[config.mk]
export PLATFORM = sky130hd
export DESIGN_NAME = wsm_ctrl
export DESIGN_NICKNAME = d
export VERILOG_FILES = /design/src/wsm_pkg.sv /design/src/wsm_ctrl.sv
export SDC_FILE = /design/constraint.sdc
export NUM_CORES = 1
export LEC_CHECK = 0
export BUFFER_PORTS_ARGS = -buffer_cell sky130_fd_sc_hd__buf_2
export CORE_AREA = 2 2 39 41
export CTS_BUF_LIST = sky130_fd_sc_hd__clkbuf_4 sky130_fd_sc_hd__clkbuf_8
export CTS_CLUSTER_SIZE = 20
export DETAILED_ROUTE_END_ITERATION = 10
export DIE_AREA = 0 0 41 43
export SETUP_SLACK_MARGIN = 0.5
export SYNTH_ARGS = -nofsm -noshare
export SYNTH_HDL_FRONTEND = slang
export SYNTH_SLANG_ARGS = --single-unit
[constraint.sdc]
create_clock -name clk -period 1.3 [get_ports clk]
set_input_delay 0.065 -clock clk [delete_from_list [all_inputs] [get_ports clk]]
set_output_delay 0.065 -clock clk [all_outputs]
set_load 0.005 [all_outputs]
[src/wsm_pkg.sv]
// ----------------------------------------------------------------------------
// wsm_pkg
// Shared constants, types and controller/datapath interface structs for the
// windowed score maximum block.
// ----------------------------------------------------------------------------
package wsm_pkg;

	localparam int MAX_WINDOW    = 64;
	localparam int NUM_CLASSES   = 4;
	localparam int SCORE_BITS    = 16;

	localparam int PTR_BITS      = $clog2(MAX_WINDOW);
	localparam int LEN_BITS      = $clog2(MAX_WINDOW + 1);
	localparam int REM_BITS      = $clog2(MAX_WINDOW);
	localparam int CLS_BITS      = (NUM_CLASSES > 1) ? $clog2(NUM_CLASSES) : 1;
	localparam int SUM_BITS      = 32;
	localparam int DIV_BITS      = SUM_BITS + 1;
	localparam int RES_BITS      = DIV_BITS + 1;
	localparam int DCNT_BITS     = $clog2(DIV_BITS);
	localparam int CFG_IDX_BITS  = 3;
	localparam int CFG_DATA_BITS = 16;
	localparam int PRIOR_BITS    = 16;

	localparam logic [LEN_BITS-1:0] WINDOW_LEN_RST = LEN_BITS'(30);

	localparam logic [CFG_IDX_BITS-1:0] REG_WINDOW_LEN = CFG_IDX_BITS'(0);
	localparam logic [CFG_IDX_BITS-1:0] REG_PRIOR_0    = CFG_IDX_BITS'(1);

	typedef logic signed [SCORE_BITS-1:0] score_t;
	typedef logic signed [SUM_BITS-1:0]   sum_t;
	typedef logic signed [PRIOR_BITS-1:0] prior_t;

	typedef enum logic [2:0] {
		ST_IDLE,
		ST_UPD,
		ST_CMP,
		ST_DIV_LOAD,
		ST_DIV_RUN,
		ST_OUT_WAIT
	} state_t;

	typedef struct packed {
		logic accept;
		logic update;
		logic compare;
		logic div_start;
		logic store_res;
		logic load_out;
	} cmd_t;

	typedef struct packed {
		logic last;
		logic short_trk;
		logic div_done;
		logic cls_last;
	} stat_t;

endpackage

[src/wsm_ctrl.sv]
// ----------------------------------------------------------------------------
// wsm_ctrl
// Controller: sequences accept, sum update, maximum tracking, per-class
// division and result hand-off, and owns both channel handshakes.
// ----------------------------------------------------------------------------
module wsm_ctrl import wsm_pkg::*; (
	input  logic  clk,
	input  logic  arst_n,
	input  logic  in_valid,
	output logic  in_ready,
	output logic  out_valid,
	input  logic  out_ready,
	input  stat_t stat,
	output cmd_t  cmd
);

	state_t state_q;
	state_t state_d;
	logic   out_valid_q;

	always_ff @(posedge clk or negedge arst_n) begin
		if (!arst_n) begin
			state_q     <= ST_IDLE;
			out_valid_q <= 1'b0;
		end else begin
			state_q <= state_d;
			if (cmd.load_out) begin
				out_valid_q <= 1'b1;
			end else if (out_ready) begin
				out_valid_q <= 1'b0;
			end
		end
	end

	always_comb begin
		state_d  = state_q;
		cmd      = '0;
		in_ready = 1'b0;
		unique case (state_q)
			ST_IDLE: begin
				in_ready = 1'b1;
				if (in_valid) begin
					cmd.accept = 1'b1;
					state_d    = ST_UPD;
				end
			end
			ST_UPD: begin
				cmd.update = 1'b1;
				state_d    = ST_CMP;
			end
			ST_CMP: begin
				cmd.compare = 1'b1;
				if (!stat.last) begin
					state_d = ST_IDLE;
				end else if (stat.short_trk) begin
					state_d = ST_OUT_WAIT;
				end else begin
					state_d = ST_DIV_LOAD;
				end
			end
			ST_DIV_LOAD: begin
				cmd.div_start = 1'b1;
				state_d       = ST_DIV_RUN;
			end
			ST_DIV_RUN: begin
				if (stat.div_done) begin
					cmd.store_res = 1'b1;
					state_d       = stat.cls_last ? ST_OUT_WAIT : ST_DIV_LOAD;
				end
			end
			ST_OUT_WAIT: begin
				if (!out_valid_q || out_ready) begin
					cmd.load_out = 1'b1;
					state_d      = ST_IDLE;
				end
			end
			default: begin
				state_d = ST_IDLE;
			end
		endcase
	end

	assign out_valid = out_valid_q;

endmodule

; ---- Word-level counts from Yosys, hierarchy flattened
; Index checks and enable logic that the tools add are counted.
[op_classes]
reduce_logical = 5
n_eq_ne = 8
muxes = 19
[ops]
columns = operator, count
row1 = 3-bit two-way mux, 6
row2 = 3-bit one-hot mux with 6 select lines, 1
row3 = 1-bit two-way mux, 12
row4 = 3-bit by 2-bit equality test with 1-bit output (second input constant), 2
row5 = 3-bit equality test (second input constant), 2
row6 = 2-bit inequality test (second input constant), 3
row7 = 3-bit by 1-bit equality test with 1-bit output (second input constant), 1
row8 = 3-bit zero test, 1
row9 = 3-bit AND reduction, 1
row10 = 2-bit nonzero test, 1
row11 = 1-bit zero test, 1
row12 = 1-bit logical OR, 1
[word_totals]
out_inout_bits = 8
reg_bits = 4
word_cells = 34
input_bits = 8

; ---- Longest topological paths before layout
; Gate-level depths: netlist of run 1.
[logic_depth]
ltp_word = 5
ltp_mapped = 4
mapped_depth_nobuf = 3

; ---- Worst setup path after synthesis of run 1
; Ideal clock, no wire load.
[synth_path]
path_kind = register to register
startpoint = register state_q[1]
endpoint = register state_q[1]
setup_ns = 0.126
slack_ns = 0.332
synth_period_minus_slack_ns = 0.968
n_path_buf = 1
path_stages_with_launch = 5
t_required_ns = 1.174
arrival_time_ns = 0.842
path_cell_list = dfrtp_1 > buf_6 > and4bb_1 > nor2_1 > o22ai_2
[synth_between]
elab_chain_cells = 3
word_cells_on_any_way = 11
classes_between = eq/ne: 8 / mux: 1 / reduce/logical: 2
[synth_rtl]
columns = element, line_no
row1 = start: declaration, wsm_ctrl.sv:17  ; state_t state_q;
row2 = start signal: assignment, wsm_ctrl.sv:26  ; state_q <= state_d;
row3 = 3-bit equality test / 3-bit zero test (equally long branches), wsm_ctrl.sv:39  ; unique case (state_q)
row4 = 2-bit inequality test (no line), n/a
row5 = 3-bit AND reduction (no line), n/a
; Several ways; a longest one is shown, not always the timed one.
; A chain may end at the register's enable or synchronous reset.

==> flow_summary.toml, run 1 <==
[floorplanning]
fp.dieW_um = 41
core.rowCount = 14
core-area_sq_um = 1380
start_util = 0.222
die_h_um = 43
die_area_sq_um = 1760
num_io_pins = 16

[layout]
diodes = 0
drive_gt1_frac = 0.607
utilization = 0.362
nNetsFinal = 66
syn_to_final_growth_pct = 62.6
final_area_sq_um = 500

[timing]
fin_crit_ps = 1200
setup_viol = 0
clock.fmax_mhz = 836
slew_viol_final = 0
post-route-period-util = 0.920
finalHoldViolations = 0
slew_headroom = 0.821
rsz0062_at_grt = "yes"
worst_pin_slew_ps = 268
timing.setup.tns_ps = 0
finClkSkew_ps = 0.694

[drt]
drtIter0Drc = 9
wire_per_inst_um = 12.7
drt_pass1_iterations = 4
via_count = 330
routed_wl_um = 913
route.detailed.drc = 0
via_per_inst = 4.58
final_antenna_net_count = 0

[synthesis]
yosysTopAreaCellShare = 0.325
yosysUniqueCellTypes = 19
syn_avg_cell_area_sq_um = 9.33
synthAdderAreaFrac = 0
synth-seq-area-share = 0.325
synth-simple-area-share = 0.362
synth_compound_area_frac = 0.106
synth.area.top_cells = "dfrtp_1 (33%), mux2i_1 (9.8%), buf_6 (7.3%), nand2b_1 (6.1%), nor2_1 (6.1%)"
synth_nets = 41
mappedNetlistArea_sq_um = 308
synth_top_area_cell = "dfrtp_1"
synth_mux_area_frac = 0.0976
synth_cells = 33
ys_seq_elements = 4
synth-xor-area-share = 0
yosysWarnings = 0
synth_top_family_by_area = "simple AND/OR/NAND/NOR gates"

[worst_hold_path]
min_path_type = "primary input to flip-flop"
worstHoldStart = "stat[1]"

[global_routing]
grt_max_degree = 8
grt-ovfl-total = 0
grt_usage = 0.122
antenna_found_initial = 0
grt_pass1_wl_um = 1350
grt_pass1_vias = 313

[critical_path]
endpoint_kind = "primary output"
critPathLaunchType = "flip-flop"
max_stage_delay_ps = 430
startpoint = "state_q[0]"
critPathSlowestCell = "dfrtp_2"
path_max_fanout = 5
arrival_ps = 1130
r2r-start = "state_q[0]"
required_ps = 1240
crit_chain = "buf_6, inv_4, nor3_1, buf_2"
critical_path_class = "flip-flop to primary output"

[place]
dp.final_hpwl_um = 526
gp_congestion = 0.776
portBuffers = 15
dpl_cell_area_sq_um = 375

[cts]
cts_tree = "yes"
cts_root_buffer = "clkbuf_4"
clk_latency_ps = 230
clock_sinks = 4
cts_buffer_depth = 2
cts.htree.levels = 1
cts_buffers = 3
clk_pin_slew_ps = 40

[flow_run]
max_cap_viol_count = 0

[power_and_ir_drop]
vdd_drop_max_uv = 874
power.density_nw_per_um2 = 2220
p_leak_nw = 0.258

[run_status]
outcome = "complete, no violations"
-- cell families after synthesis --
kind of cell | count (synthesis)
AND/OR/NAND/NOR | 18
AO/OA/AOI/OAI | 4
flip-flops | 4
buffers and inverters | 4
multiplexers | 3
-- state kept, by name, summed over array words and instances, names as in the netlist --
signal and flops:
out_valid 1, state_q 3
-- area by class of cell --
| cell class | instances | area (sq um) |
|---|---|---|
| clock buffer | 3 | 22.5 |
| fill | 140 | 883 |
| inverter | 1 | 6.26 |
| multi-input combinational | 25 | 186 |
| sequential | 4 | 104 |
| tap | 16 | 20.0 |
| timing repair buffer | 23 | 161 |
-- final timing paths --
| check | endpoint | cells after the start | slack [ps] |
|---|---|---|---|
| hold reg to reg | state_q[0] | 1 | 580 |
| max in group asynchronous | state_q[2] | 2 | 990 |
| setup reg to reg | state_q[2] | 5 | 140 |
| setup / recovery | cmd[4] | 4 | 100 |
| min in group asynchronous | out_valid | 2 | 170 |
| hold / removal | state_q[0] | 3 | 160 |
-- cell usage in the layout, fill, tap and decap left out --
cell           netlist  routed
dfrtp_1              4       1
a21oi_1              1       1
dlygate4sd3_1        0       1
buf_12               0       1
nand2_1              2       1
inv_4                0       1
mux2i_1              3       3
dfrtp_2              0       3
or2b_1               1       1
nor2_1               5       4
nand2b_1             3       3
and3_1               1       1
nor2_2               0       1
and4bb_1             1       1
buf_6                2       3
nand2_2              0       1
o22ai_2              1       1
nor2b_4              0       1
o32ai_1              1       1
and2_1               1       1
o22ai_1              1       1
nor3_1               1       1
nor2b_1              2       1
buf_2                0      15
clkbuf_4             0       3
nor3_4               1       1
buf_4                1       3
-- through the flow --
step	cells	worst slack (ps)	hold slack, ps	total power [W]
2_1_floorplan	33	343	-231	0.000627
3_3_place_gp	61	163	-122	0.000691
3_5_place_dp	61	141	-119	0.000697
4_1_cts	71	120	145	0.00107
5_1_grt	72	52.1	167	0.00119
6_report	72	104	161	0.00111
-- repair_timing --
item | in CTS | in global routing
hold buffers | 1 | 0
buffers inserted | 6 | 1
endpoints found under the hold margin | 4 | 0
pin swaps | 3 | 1
resized for setup | 8 | 2
setup endpoints to repair | 11 | 12
-- metal layers --
layer | up-vias | part of all wire | global-route usage
met5 | - | 0 | 0
met4 | 0 | 0 | 0.0800
met3 | 0 | 0.085 | 0.0628
met2 | 22 | 0.54 | 0.184
met1 | 149 | 0.37 | 0.123
li1 | 159 | - | -
-- report_power, final --
group / switching, W / internal (W)
logic: 0.000262 / 0.000408
registers: 0.000104 / 0.000186
clock network: 0.0000491 / 0.000103
-- Yosys cell counts --
library cell	instances
nor2_1	5
dfrtp_1	4
mux2i_1	3
nand2b_1	3
buf_6	2
nand2_1	2
nor2b_1	2
a21oi_1	1
and2_1	1
and3_1	1
and4bb_1	1
buf_4	1
inv_1	1
nor3_1	1
nor3_4	1
o22ai_1	1
o22ai_2	1
o32ai_1	1
or2b_1	1
-- critical path: cells and delay by family (launching register included) --
| kind | cells | cell delay (ps) |
|---|---|---|
| buffers and inverters | 3 | 320 |
| flip-flops | 1 | 430 |
| AND/OR/NAND/NOR | 1 | 150 |
Note: power is estimated with default switching activity, not from simulation.
==> run 2, diff against run 1 <==
- RECOVER_POWER: not set -> 100
- REMOVE_ABC_BUFFERS: not set -> 1
==> run 2 against run 1 <==
  * Setup slack worse by 6.1 ps
  * Register-to-register slack better by 70 ps
  * Fmax is 0.51% lower
  * Combinational power is 5.4% lower
  * Hold slack worse by 11 ps
  * Sequential share of layout area is 0.11 points higher
  * Non-clock buffer count is 2 lower
  * Cell area is 1.7% lower
  * Die area stayed put
  * Power is 3.5% lower
==> flow_summary.toml, run 2 (same netlist as run 1, synthesis figures left out) <==
[global_routing]
grt_pass1_vias = 293
antenna_found_initial = 0
grt-ovfl-total = 0
grt_usage = 0.0897
grt_pass1_wl_um = 1110
grt_max_degree = 9

[drt]
drtIter0Drc = 3
wl_met3_um = 33
via_count = 297
via_per_inst = 4.24
routed_wl_um = 703
route.detailed.drc = 0
wire_per_inst_um = 10.0
drt_pass1_iterations = 2
wl_met1_um = 305
dr_wl_met2_um = 364
final_antenna_net_count = 0
routed.top_layer = "met3"

[layout]
nNetsFinal = 64
drive_gt1_frac = 0.593
final_common_cell = "buf_2"
nFillCells = 154
syn_to_final_growth_pct = 59.8
diodes = 0
final_cell_mix = "buf_2 (12), nor2_1 (4)"
utilization = 0.355
largest_register_ff_count = 3
largest_register = "state_q"

[run_status]
outcome = "complete, no violations"

[timing]
rsz0062_at_grt = "yes"
setup_viol = 0
slew_viol_final = 0
clock.fmax_mhz = 832
worst_pin_slew_ps = 250
fin_crit_ps = 1200
finClkSkew_ps = 3.27
slew_headroom = 0.834
finalHoldViolations = 0
timing.setup.tns_ps = 0
post-route-period-util = 0.925

[critical_path]
arrival_ps = 1140
critPathSlowestCell = "dfrtp_1"
reg2reg_depth = 3
endpoint_kind = "primary output"
path_buf_inv = 2
r2r-start = "state_q[2]"
required_ps = 1240
max_stage_delay_ps = 450
rr_endpoint = "state_q[2]"
path_max_fanout = 4
critPathLaunchType = "flip-flop"
r2r_slack_ps = 210
critPathTopFamily = "flip-flops"
crit_chain = "buf_4, nor3_2, buf_2"
critical_path_class = "flip-flop to primary output"

[cts]
cts_buffers = 3
cts_buffer_depth = 2
cts.htree.levels = 1
clk_latency_ps = 230
clock_sinks = 4
cts_root_buffer = "clkbuf_4"
cts_tree = "yes"
clk_pin_slew_ps = 40

[floorplanning]
start_util = 0.222
num_io_pins = 16
die_h_um = 43
core-area_sq_um = 1380
fp.dieW_um = 41
core.rowCount = 14
die_area_sq_um = 1760

[worst_hold_path]
min_path_type = "primary input to flip-flop"
holdPathStages = 3
holdPathEnd = "out_valid"
worstHoldStart = "out_ready"

[power_and_ir_drop]
p_total_w = 0.00107
p_leak_nw = 0.240
vdd_drop_max_uv = 678
power.density_nw_per_um2 = 2180

[flow_run]
max_cap_viol_count = 0

[place]
gp_congestion = 0.739
dp.final_hpwl_um = 493
portBuffers = 15
[run 2: cell types whose count changed in the layout (fill, tap and decap cells not counted), sizes merged]
cell	before	now
buf	22	17
clkbuf	3	6
[run 2: tightest hold or removal path, delay by kind of cell]
| family | cells | cell delay [ps] |
|---|---|---|
| buffers and inverters | 1 | 80 |
| AND/OR/NAND/NOR | 2 | 190 |
[run 2: per-layer routing]
metal  track usage  vias to the layer above
met4        0.0200                        0
li1              -                      155
met5             0                        -
met1         0.121                      136
met2         0.134                        6
met3        0.0314                        0
[run 2: worst max-delay path by stage]
stage	from	to	slack [ps]	cells after the start
3_3_place_gp	state_q[0]	cmd[0]	220	4
4_1_cts	state_q[0]	cmd[0]	120	4
2_1_floorplan	state_q[0]	state_q[1]	310	3
6_report	state_q[2]	cmd[4]	100	3
5_1_grt	state_q[1]	cmd[5]	30	3
3_5_place_dp	state_q[0]	cmd[0]	210	4
[run 2: final cells by class]
type	count	area [sq um]	area share
clock buffers	3	22.5	0.0458
flip-flops and latches	4	103	0.209
inverters	1	6.26	0.0127
well taps	16	20.0	0.0407
multi-input cells	25	205	0.417
repair buffers	21	135	0.275
[run 2: timing repair]
item,CTS,global route
hold endpoints to repair,4,0
setup endpoints to repair,11,12
gates cloned,0,0
pin swaps,1,5
buffers inserted,3,2
hold buffers,1,0
gates resized for setup,7,9
[run 2: report_power, final]
part	internal, W	total (W)	switching [W]	leakage [nW]
Clock	0.000103	0.000149	0.0000465	0.0138
Sequential	0.000183	0.000291	0.000108	0.0499
Combinational	0.000385	0.000634	0.000248	0.176
[run 2: stage by stage]
step | hold WS, ps | setup slack (ps) | cells | area [sq um]
final | 150 | 97.6 | 70 | 492
after global routing | 185 | 29.0 | 70 | 492
after CTS | 149 | 119 | 68 | 457
after detailed placement | -126 | 214 | 61 | 373
after global placement | -125 | 223 | 61 | 373
after floorplan | -231 | 306 | 30 | 278
